===== src/rtl/rhst_pkg.sv =====
// shared types and constants for the reference-counted handle slot table
package rhst_pkg;

    localparam int NUM_SLOTS = 256;
    localparam int COUNT_W   = 16;
    localparam int SLOT_W    = $clog2(NUM_SLOTS);
    localparam int HW_W      = SLOT_W + 1;
    localparam int OBJ_W     = 32;
    localparam int STATUS_W  = 3;

    localparam logic [COUNT_W-1:0] COUNT_MAX = '1;

    // status codes
    localparam logic [STATUS_W-1:0] STAT_OK        = 3'd0;
    localparam logic [STATUS_W-1:0] STAT_FULL      = 3'd1;
    localparam logic [STATUS_W-1:0] STAT_INVALID   = 3'd2;
    localparam logic [STATUS_W-1:0] STAT_UNDERFLOW = 3'd3;
    localparam logic [STATUS_W-1:0] STAT_CONFLICT  = 3'd4;
    localparam logic [STATUS_W-1:0] STAT_SATURATED = 3'd5;

    typedef enum logic [1:0] {
        CMD_ALLOC   = 2'd0,
        CMD_ADDREF  = 2'd1,
        CMD_RELEASE = 2'd2,
        CMD_SET     = 2'd3
    } cmd_t;

    typedef enum logic {
        ST_IDLE = 1'b0,
        ST_EXEC = 1'b1
    } state_t;

    // memory requests from the control unit to both slot memories
    typedef struct packed {
        logic               rd_en;
        logic [SLOT_W-1:0]  rd_addr;
        logic               cnt_we;
        logic               obj_we;
        logic [SLOT_W-1:0]  wr_addr;
        logic [COUNT_W-1:0] cnt_wdata;
        logic [OBJ_W-1:0]   obj_wdata;
    } mem_req_t;

    typedef struct packed {
        logic [SLOT_W-1:0]   result_slot;
        logic [STATUS_W-1:0] status;
        logic [COUNT_W-1:0]  count_after;
        logic                slot_freed;
    } result_t;

endpackage


===== src/rtl/rhst_ctrl.sv =====
// command sequencer: slot read, decision, write back and free-list registers
module rhst_ctrl (
    input  logic                          aclk,
    input  logic                          aresetn,
    input  logic                          s_valid,
    output logic                          s_ready,
    input  logic [1:0]                    s_command,
    input  logic [rhst_pkg::SLOT_W-1:0]   s_slot_id,
    input  logic [rhst_pkg::OBJ_W-1:0]    s_object_handle,
    input  logic                          out_free,
    output logic                          res_valid,
    output rhst_pkg::result_t             res,
    output rhst_pkg::mem_req_t            mem_req,
    input  logic [rhst_pkg::COUNT_W-1:0]  cnt_rd,
    input  logic [rhst_pkg::OBJ_W-1:0]    obj_rd
);
    import rhst_pkg::*;

    state_t              state_reg, state_next;
    cmd_t                cmd_reg;
    logic [SLOT_W-1:0]   slot_reg;
    logic [OBJ_W-1:0]    obj_reg;
    logic [SLOT_W-1:0]   free_head_reg, free_head_next;
    logic [HW_W-1:0]     high_water_reg, high_water_next;
    logic                accept;
    logic                exec_fire;

    // decision outputs before gating
    logic                cnt_we_d, obj_we_d;
    logic [SLOT_W-1:0]   wr_addr_d;
    logic [COUNT_W-1:0]  cnt_wdata_d;
    logic [OBJ_W-1:0]    obj_wdata_d;

    // next state
    always_comb begin
        state_next = state_reg;
        unique case (state_reg)
            ST_IDLE: if (s_valid) state_next = ST_EXEC;
            ST_EXEC: if (out_free) state_next = ST_IDLE;
            default: state_next = ST_IDLE;
        endcase
    end

    // state outputs
    always_comb begin
        s_ready   = (state_reg == ST_IDLE);
        exec_fire = (state_reg == ST_EXEC) && out_free;
    end

    assign accept    = s_valid && s_ready;
    assign res_valid = exec_fire;

    // decision on the word and object read back from memory
    always_comb begin
        logic [COUNT_W-1:0] cnt_dec;
        logic               slot_ok;
        logic               do_release;
        logic               link_ok;

        cnt_dec    = cnt_rd - COUNT_W'(1);
        slot_ok    = (slot_reg != '0) && (HW_W'(slot_reg) < high_water_reg);
        do_release = 1'b0;
        link_ok    = 32'(cnt_rd) < 32'(high_water_reg);

        res.result_slot = slot_reg;
        res.status      = STAT_OK;
        res.count_after = '0;
        res.slot_freed  = 1'b0;

        cnt_we_d        = 1'b0;
        obj_we_d        = 1'b0;
        wr_addr_d       = slot_reg;
        cnt_wdata_d     = COUNT_W'(1);
        obj_wdata_d     = obj_reg;
        free_head_next  = free_head_reg;
        high_water_next = high_water_reg;

        if (cmd_reg == CMD_ALLOC) begin
            if ((free_head_reg != '0) && (HW_W'(free_head_reg) < high_water_reg)) begin
                // pop the free list; a bad link empties it
                wr_addr_d       = free_head_reg;
                res.result_slot = free_head_reg;
                free_head_next  = link_ok ? cnt_rd[SLOT_W-1:0] : '0;
                cnt_we_d        = 1'b1;
                obj_we_d        = 1'b1;
                res.count_after = COUNT_W'(1);
            end else if (high_water_reg != HW_W'(NUM_SLOTS)) begin
                wr_addr_d       = high_water_reg[SLOT_W-1:0];
                res.result_slot = high_water_reg[SLOT_W-1:0];
                high_water_next = high_water_reg + HW_W'(1);
                cnt_we_d        = 1'b1;
                obj_we_d        = 1'b1;
                res.count_after = COUNT_W'(1);
            end else begin
                res.result_slot = '0;
                res.status      = STAT_FULL;
            end
        end else if (!slot_ok) begin
            res.status = STAT_INVALID;
        end else begin
            unique case (cmd_reg)
                CMD_ADDREF: begin
                    if (cnt_rd == COUNT_MAX) begin
                        res.status      = STAT_SATURATED;
                        res.count_after = cnt_rd;
                    end else begin
                        cnt_we_d        = 1'b1;
                        cnt_wdata_d     = cnt_rd + COUNT_W'(1);
                        res.count_after = cnt_rd + COUNT_W'(1);
                    end
                end
                CMD_RELEASE: do_release = 1'b1;
                CMD_SET: begin
                    if (obj_reg != '0) begin
                        if (obj_rd != '0) begin
                            res.status      = STAT_CONFLICT;
                            res.count_after = cnt_rd;
                        end else begin
                            cnt_we_d        = 1'b1;
                            obj_we_d        = 1'b1;
                            res.count_after = COUNT_W'(1);
                        end
                    end else begin
                        // null handle: clear object only if the count is live
                        obj_we_d    = (cnt_rd != '0);
                        obj_wdata_d = '0;
                        do_release  = 1'b1;
                    end
                end
                default: do_release = 1'b0;
            endcase
        end

        if (do_release) begin
            if (cnt_rd == '0) begin
                res.status = STAT_UNDERFLOW;
            end else if (cnt_dec == '0) begin
                // link onto free list head
                cnt_we_d       = 1'b1;
                cnt_wdata_d    = COUNT_W'(free_head_reg);
                free_head_next = slot_reg;
                res.slot_freed = 1'b1;
            end else begin
                cnt_we_d        = 1'b1;
                cnt_wdata_d     = cnt_dec;
                res.count_after = cnt_dec;
            end
        end
    end

    always_comb begin
        mem_req.rd_en     = accept;
        mem_req.rd_addr   = (cmd_t'(s_command) == CMD_ALLOC) ? free_head_reg : s_slot_id;
        mem_req.cnt_we    = exec_fire && cnt_we_d;
        mem_req.obj_we    = exec_fire && obj_we_d;
        mem_req.wr_addr   = wr_addr_d;
        mem_req.cnt_wdata = cnt_wdata_d;
        mem_req.obj_wdata = obj_wdata_d;
    end

    always_ff @(posedge aclk) begin
        if (!aresetn) begin
            state_reg      <= ST_IDLE;
            free_head_reg  <= '0;
            high_water_reg <= HW_W'(1);
        end else begin
            state_reg <= state_next;
            if (exec_fire) begin
                free_head_reg  <= free_head_next;
                high_water_reg <= high_water_next;
            end
        end
    end

    always_ff @(posedge aclk) begin
        if (accept) begin
            cmd_reg  <= cmd_t'(s_command);
            slot_reg <= s_slot_id;
            obj_reg  <= s_object_handle;
        end
    end

endmodule

===== config.mk =====
export PLATFORM = sky130hd
export DESIGN_NAME = rhst_ctrl
export DESIGN_NICKNAME = d
export VERILOG_FILES = /design/src/rtl/rhst_pkg.sv /design/src/rtl/rhst_ctrl.sv
export SDC_FILE = /design/constraint.sdc
export NUM_CORES = 1
export LEC_CHECK = 0
export BUFFER_PORTS_ARGS = -buffer_cell sky130_fd_sc_hd__buf_2
export CAP_MARGIN = 20
export CORE_ASPECT_RATIO = 0.7
export CORE_MARGIN = 2
export CORE_UTILIZATION = 26
export DETAILED_ROUTE_END_ITERATION = 6
export HOLD_SLACK_MARGIN = 0.15
export PLACE_DENSITY = 0.59
export SLEW_MARGIN = 20
export SYNTH_ARGS = -nofsm -noshare
export SYNTH_HDL_FRONTEND = slang
export SYNTH_SLANG_ARGS = --single-unit

===== constraint.sdc =====
create_clock -name aclk -period 12 [get_ports aclk]
set_input_delay 1.8 -clock aclk [delete_from_list [all_inputs] [get_ports aclk]]
set_output_delay 1.8 -clock aclk [all_outputs]
set_load 0.02 [all_outputs]

Word-level counts from Yosys, hierarchy flattened
Index checks and enable logic that the tools add are counted.
- output and inout port bits: 97
- input port bits: 94
- word-level logic and storage cells: 98
- bits in registers: 60
- $lt $le $gt $ge: 3
- equality and inequality tests: 5
- bitwise logic cells: 2
- reduce and logical (&&, ||, !) cells: 16
- add/subtract/negate cells: 3
- multiplexer cells: 63
- operators by type and width (operator ; number):
    $mux W16 ; 11
    $mux W32 ; 4
    $mux W8 ; 13
    $reduce_bool A32 Y1 ; 2
    $mux W19 ; 2
    $pmux W19 S2 ; 1
    $logic_not A16 Y1 ; 2
    $mux W1 ; 23
    $mux W20 ; 1
    $lt A8 B9 Y1 ; 2
    $mux W17 ; 1
    $add A16 B1 Y16 const B ; 1
    $eq A16 B16 Y1 const B ; 1
    $lt A16 B9 Y1 ; 1
    $reduce_bool A16 Y1 ; 1
    $reduce_bool A8 Y1 ; 2
    $sub A16 B1 Y16 const B ; 1
    $mux W3 ; 4
    $add A9 B1 Y9 const B ; 1
    $ne A9 B9 Y1 const B ; 1
    $logic_and A1 B1 Y1 ; 6
    $pmux W1 S2 ; 3
    $eq A2 B2 Y1 const B ; 2
    $logic_not A2 Y1 ; 2
    other kinds (3) ; 4

Longest topological paths before layout
Gate-level depths: netlist (run 1).
- depth after elaboration: 9
- mapped depth: 14
- gate-level depth less buffers: 9

Worst setup path after synthesis (run 1)
No wires, ideal clock.
- path type: in2out
- start point: input cnt_rd[1] (netlist name)
- end point: output res[10] (netlist name)
- cell stages on the path: 12
- path buffers: 3
- required time: 10.200 ns
- arrival time: 5.331 ns
- setup slack: 4.869 ns
- cells stage by stage: clkbuf_1 -> inv_1 -> ha_1 -> clkbuf_1 -> or3b_2 -> or4_1 -> clkbuf_1 -> xor2_1 -> nand4_1 -> or4_4 -> a21o_4 -> o32ai_1
- RTL lines (what ; RTL line ; RTL):
    start, declared ; rhst_ctrl.sv:14 ; input logic [rhst_pkg::COUNT_W-1:0] cnt_rd,
    end, declared ; rhst_ctrl.sv:12 ; output rhst_pkg::result_t res,

==> metrics, run 1 <==
outcome finished clean; count of pins over their slew limit 0; Filler Cells Inserted around 2k; register bit total from synthesis 60; proportion of register bits with asynchronous set or reset after synthesis 0%; critical path, cell by cell buf_2 -> inv_1 -> ha_1 -> or3b_2 -> or4_1 -> o21ai_0 -> a211o_1 -> o21bai_1 -> buf_4 -> o22ai_1 -> a211o_1 -> buf_2; signed area change from the synthesized netlist to the final layout 26.6%; final worst path period need 7.62 ns; part of the power in registers 37.3%; I/O pin count around 190; required time worst endpoint approximately 10 ns; number of global-route vias before repair between 5k and 6k; transition time at the pin with the least slew margin roughly 0.99 ns; # nets final about 850; Total Routed Length approximately 19000 µm; type of the worst min-delay path flip-flop to flip-flop; buffers from clock root to sink, at most 2; minimum hold slack 0.567 ns; sequential share of the synthesized area between 30% and 40%; worst vdd rail ir drop just over 100 µV; total vias in the final route roughly 5.3k; DR vias/cell 5.49; cell internal pwr about 0.46 mW; post-CTS resize count 0; Die Footprint roughly 20000 µm²; H-Tree Level Count 3; arrival time reported for the critical path endpoint 5.82 ns; cell area after placement between 5000 and 6000 µm²; final RePlAce weighted congestion roughly 0.92; highest attainable clock frequency approximately 130 MHz; met2 layer wire length in the routed design around 8700 µm; Initial Util a little over a quarter; worst setup slack for register-to-register paths roughly 8.4 ns; fraction of final layout cells with drive strength greater than 1 between 30% and 40%; net switching fraction of the power a little under 30%; total track usage 18.4%; x dimension of the die ~170 µm; Gate Count Post-Synth 591; reg-to-reg endpoint free_head_reg[6]$_SDFFE_PN0P_; number of buffers inserted to repair setup after CTS 0; Met1 Routed Length roughly 8000 µm; Synth cell types 62; uppermost metal layer occupied by signal nets met5; root cell of the clock tree sky130_fd_sc_hd__clkbuf_16; netlist area before placement roughly 5000 µm²; largest stage delay on the critical path between 0.7 and 0.8 ns; Core Rows 42; worst flop-to-flop path startpoint slot_reg[2]$_DFFE_PP_; critical path capture point res[11]; number of hold-repair buffers added at the cts stage 0; first element of the critical path cnt_rd[0]; average cell area after synthesis 8.43 µm²; cts bufs inserted 9; final worst-path cycle share between 60% and 70%; number of enable flip-flop cells after synthesis between 40 and 50; detailed-route DRC error count 0; maximum fanout count along the critical path 28; total gr overflow 0; worst-case reg-to-reg path depth 8; I/O Buffers 190; Yosys warning total 0; Worst setup EP type primary output; NetSw between 0.15 and 0.2 mW; HPWL reported at the end of detailed placement approximately 15000 µm; remaining number of nets flagged by the antenna check after routing 0; number of antenna violations at the first check in global routing 3; slowest stage cell on the critical path sky130_fd_sc_hd__a211o_1; Top FF cell, synth sky130_fd_sc_hd__edfxtp_1; P per Cell Area around 100 nW/µm²; post-route clock skew roughly 0.010 ns; die outline height 120 µm; number of search-and-repair iterations in the first detailed-routing pass 4; CTS tree yes; final hold viol count 0; Mapped Nets between 700 and 800; number of sinks handled by clock tree synthesis 60; setup TNS after final layout 0 ns; Design Area, Final ~6300 µm²; clock insertion delay at the later pin of the skew report between 0.3 and 0.4 ns; drt first-iter violations about 420; Logic pwr share about a fifth; classification of the worst setup path input pin to primary output; unrepaired setup endpoints after global routing false; final setup violating endpoints 0; kind of start point of the critical path input pin; share of power burned in the clock network between 40% and 50%; wire length of the first global-routing pass about 29000 µm; P_leak about 2.7 nW; clock slew at reported path FFs 0.05 ns; flip-flop count of the largest register, all copies and words added 32; tightest slew margin relative to the limit 33.7%; post-detailed-route wirelength per cell between 15 and 20 µm; core region area ~19000 µm²; routed length on met3 about 1900 µm; maximum number of pins on one net before global-route repair 44; max-capacitance violation count 0
==> final cells by class <==
class | instances | area [µm²] | share of cell area (%)
diodes | 2 | 5.00 | 0.0793
inverters | 22 | 82.6 | 1.31
clock buffers | 10 | 229 | 3.63
flip-flops and latches | 60 | 1620 | 25.7
well taps | 242 | 303 | 4.80
clock inverters | 6 | 88.8 | 1.41
repair buffers | 193 | 973 | 15.4
multi-input cells | 438 | 3000 | 47.6
==> worst max-delay path, delay by kind of cell <==
family	cells	cell delay [ns]
AO/OA/AOI/OAI	5	1.78
AND/OR/NAND/NOR	2	1.21
buffers and inverters	4	0.68
adder cells (fa/ha/maj)	1	0.31
==> cell usage after synthesis, types with 15 or more instances <==
master                     number  share of area [%]
sky130_fd_sc_hd__a21o_1        21                3.2
sky130_fd_sc_hd__a21oi_1       43                4.3
sky130_fd_sc_hd__and3_1        17                2.1
sky130_fd_sc_hd__clkbuf_1      63                4.7
sky130_fd_sc_hd__dfxtp_1       18                7.2
sky130_fd_sc_hd__edfxtp_1      42                 25
sky130_fd_sc_hd__ha_1          28                7.0
sky130_fd_sc_hd__inv_1         22                1.7
sky130_fd_sc_hd__nand2_1       28                2.1
sky130_fd_sc_hd__nor2_1        31                2.3
sky130_fd_sc_hd__nor4_1        29                3.6
sky130_fd_sc_hd__o21ai_0       21                2.1
sky130_fd_sc_hd__xnor2_1       15                2.6
==> stage by stage <==
stage | power (mW) | std cells | setup slack [ns] | util (%)
global placement | 0.381 | 955 | 4.64 | 31.8
finish | 0.652 | 973 | 4.38 | 33.5
detailed placement | 0.380 | 955 | 4.48 | 31.8
global route | 0.678 | 972 | 4.10 | 33.5
floorplan | 0.329 | 591 | 4.87 | -
CTS | 0.657 | 971 | 4.47 | 33.5
==> cells in the final DEF (no fill, tap or decap), types with 9 or more instances in the layout <==
cell type,synthesis,routed
sky130_fd_sc_hd__buf_2,3,190
sky130_fd_sc_hd__a21oi_1,43,43
sky130_fd_sc_hd__edfxtp_1,42,42
sky130_fd_sc_hd__nor2_1,31,31
sky130_fd_sc_hd__nor4_1,29,29
sky130_fd_sc_hd__nand2_1,28,28
sky130_fd_sc_hd__ha_1,28,28
sky130_fd_sc_hd__inv_1,22,22
sky130_fd_sc_hd__a21o_1,21,21
sky130_fd_sc_hd__o21ai_0,21,20
sky130_fd_sc_hd__dfxtp_1,18,18
sky130_fd_sc_hd__and3_1,17,17
sky130_fd_sc_hd__xnor2_1,15,15
sky130_fd_sc_hd__nand3_1,14,14
sky130_fd_sc_hd__nand4_1,13,13
sky130_fd_sc_hd__o22ai_1,12,12
sky130_fd_sc_hd__nor3_1,12,11
sky130_fd_sc_hd__o32ai_1,11,11
sky130_fd_sc_hd__nand2b_1,9,9
sky130_fd_sc_hd__o21a_1,9,9
sky130_fd_sc_hd__a22oi_1,9,9
sky130_fd_sc_hd__and2_1,9,9
sky130_fd_sc_hd__or3_1,9,9
sky130_fd_sc_hd__a32oi_1,9,9
sky130_fd_sc_hd__clkbuf_16,0,9
==> per-layer routing <==
metal | up-vias | global-route usage [%]
met4 | 2 | 4.59
met1 | 2503 | 24.1
li1 | 2514 | -
met3 | 31 | 5.97
met2 | 289 | 29.4
met5 | - | 0
==> worst min path at each step <==
stage	start	to	cells after the start	slack (ns)
finish	high_water_reg[4]$_SDFFE_PN0P_	high_water_reg[4]$_SDFFE_PN0P_	2	0.57
global route	high_water_reg[1]$_SDFFE_PN0P_	high_water_reg[1]$_SDFFE_PN0P_	2	0.63
CTS	high_water_reg[4]$_SDFFE_PN0P_	high_water_reg[4]$_SDFFE_PN0P_	2	0.57
detailed placement	high_water_reg[4]$_SDFFE_PN0P_	high_water_reg[4]$_SDFFE_PN0P_	2	0.56
global placement	high_water_reg[4]$_SDFFE_PN0P_	high_water_reg[4]$_SDFFE_PN0P_	2	0.56
floorplan	high_water_reg[4]$_SDFFE_PN0P_	high_water_reg[4]$_SDFFE_PN0P_	2	0.51
==> cell families (layout without fill, tap and decap cells) <==
kind of cell               count (synthesis)  count (layout)  synth area share (%)
and+or+nand+nor                          195             195                  21.6
AOI/OAI and AO/OA                        182             182                  25.1
buffers and inverters                     93             231                  7.39
DFF                                       60              60                  32.6
adders and majority gates                 28              28                  7.03
xor gates and xnor gates                  21              21                  3.69
muxes                                     12              12                  2.61
other                                      0               2                     0
==> power groups by stage <==
| stage | clock, mW | combinational, mW | sequential, mW |
|---|---|---|---|
| floorplan | 0 | 0.0871 | 0.242 |
| global placement | 0 | 0.134 | 0.247 |
| detailed placement | 0 | 0.134 | 0.247 |
| CTS | 0.279 | 0.134 | 0.243 |
| global route | 0.288 | 0.146 | 0.244 |
| finish | 0.275 | 0.134 | 0.243 |
Power figures use the tool's default switching activity.
==> run 2: changes to the inputs <==
- clock period: 12 -> 7.7 ns (I/O delays scaled with it)
==> metrics, run 2 (synthesis gave the netlist of run 1 again) <==
outcome finished, violations left; violated checks DRC; number of hold-repair buffers added at the cts stage 0; worst slack at placement approximately 1.8 ns; Total Routed Length 19400 µm; required time worst endpoint approximately 6.6 ns; arrival time reported for the critical path endpoint slightly below 5 ns; clock insertion delay at the later pin of the skew report approximately 0.33 ns; Core Rows between 40 and 50; detailed-route DRC error count 2; P_leak approximately 2.6 nW; crit path setup slack, layout roughly 1.7 ns; worst vdd rail ir drop roughly 130 µV; transition time at the pin with the least slew margin ~0.98 ns; number of antenna violations at the first check in global routing 1; Initial Util roughly a quarter; post-detailed-route wirelength per cell ~20 µm; critical path, cell by cell buf_2 -> inv_1 -> ha_1 -> or3b_2 -> or4_1 -> xor2_1 -> nand4_1 -> or4_4 -> a21o_4 -> o32ai_1 -> buf_2; buffers from clock root to sink, at most 2; Filler Cells Inserted 2003; slowest stage cell on the critical path sky130_fd_sc_hd__or4_1; cts bufs inserted 9; commonest non-fill, non-tap cells in the layout sky130_fd_sc_hd__buf_2 (190), sky130_fd_sc_hd__a21oi_1 (43), sky130_fd_sc_hd__edfxtp_1 (42), sky130_fd_sc_hd__nor2_1 (31), sky130_fd_sc_hd__nor4_1 (29); number of sinks handled by clock tree synthesis 60; flip-flop count of the largest register, all copies and words added 32; DR vias/cell between 5 and 6; worst flop-to-flop path startpoint slot_reg[2]$_DFFE_PP_; post-route clock skew between 0.006 and 0.007 ns; H-Tree Level Count 3; kind of start point of the critical path input pin; number of search-and-repair iterations in the first detailed-routing pass 7; Worst setup EP type primary output; drt first-iter violations between 500 and 600; # nets final 847; max-capacitance violation count 0; count of pins over their slew limit 0; fraction of final layout cells with drive strength greater than 1 a little under a third; classification of the worst setup path input pin to primary output; minimum hold slack between 0.5 and 0.6 ns; I/O pin count 191; area used by multi-input combinational logic approximately 3000 µm²; Storage cell area around 1600 µm²; Die Footprint approximately 20000 µm²; largest stage delay on the critical path approximately 0.68 ns; maximum fanout count along the critical path 17; wire length of the first global-routing pass roughly 29000 µm; post-CTS resize count 0; final RePlAce weighted congestion ~0.93; total vias in the final route between 5k and 6k; most frequent cell on the critical path sky130_fd_sc_hd__buf_2; highest attainable clock frequency 167 MHz; Hold Startpoint high_water_reg[4]$_SDFFE_PN0P_; total track usage 18.6%; final hold viol count 0; cell family with most CP delay simple AND/OR/NAND/NOR gates; overall power after layout around 0.96 mW; number of global-route vias before repair approximately 5k; final setup violating endpoints 0; count of buffer and inverter cells on the critical path 3; type of the worst min-delay path flip-flop to flip-flop; maximum number of pins on one net before global-route repair 44; HPWL reported at the end of detailed placement approximately 15000 µm; die outline height about 120 µm; setup TNS after final layout 0 ns; most frequent standard cell in the layout excluding fill and tap cells sky130_fd_sc_hd__buf_2; clock slew at reported path FFs roughly 0.050 ns; x dimension of the die between 150 and 200 µm; final worst path period need 5.99 ns; number of buffers inserted to repair setup after CTS 0; remaining number of nets flagged by the antenna check after routing 0; P per Cell Area between 150 and 200 nW/µm²; tightest slew margin relative to the limit between 30% and 40%; CTS tree yes; core region area roughly 19000 µm²; signed area change from the synthesized netlist to the final layout 25.9%; I/O Buffers 190; unrepaired setup endpoints after global routing false; final worst-path cycle share around 78%; root cell of the clock tree sky130_fd_sc_hd__clkbuf_16; total gr overflow 0; first element of the critical path cnt_rd[0]
run 2: final timing paths:
check                           slack (ns)                             end  depth (start not counted)
worst max-delay path                  1.71                         res[14]                         11
worst min-delay path                  0.56  high_water_reg[4]$_SDFFE_PN0P_                          2
worst max register to register        4.31   free_head_reg[3]$_SDFFE_PN0P_                          9
worst min register to register        0.56  high_water_reg[4]$_SDFFE_PN0P_                          2
run 2: through the flow:
stage | area (µm²) | utilization (%) | std cells
6_report | 6270 | 33.3 | 974
4_1_cts | 6260 | 33.3 | 972
2_1_floorplan | 4980 | - | 591
3_3_place_gp | 5990 | 31.8 | 956
3_5_place_dp | 5990 | 31.8 | 956
5_1_grt | 6270 | 33.3 | 972
run 2: area by class of cell:
cell class                 instances  share of cell area (%)
antenna                            2                  0.0798
clock buffer                       9                    3.59
clock inverter                     7                   0.818
inverter                          22                    1.32
multi-input combinational        438                    47.9
sequential                        60                    25.8
tap                              242                    4.83
timing repair buffer             194                    15.6
run 2: tightest hold or removal path: cells and delay by family, from the launching register on:
family	cells	cell delay, ns
flip-flops	1	0.35
AO/OA/AOI/OAI	2	0.15
run 2: per-layer routing:
layer | share of wire [%] | vias up | track usage, % | wire length, µm
met2 | 45 | 332 | 28.9 | 8680
met5 | 0 | - | 0 | 0
met4 | 1.9 | 0 | 5.24 | 370
li1 | - | 2516 | - | -
met1 | 43 | 2576 | 24.5 | 8260
met3 | 11 | 30 | 6.20 | 2110
run 2: power by group:
| group | total (mW) | internal [mW] | switching [mW] |
|---|---|---|---|
| Clock | 0.372 | 0.219 | 0.153 |
| Sequential | 0.379 | 0.363 | 0.0155 |
| Combinational | 0.212 | 0.0769 | 0.135 |
| Total | 0.963 | 0.659 | 0.304 |
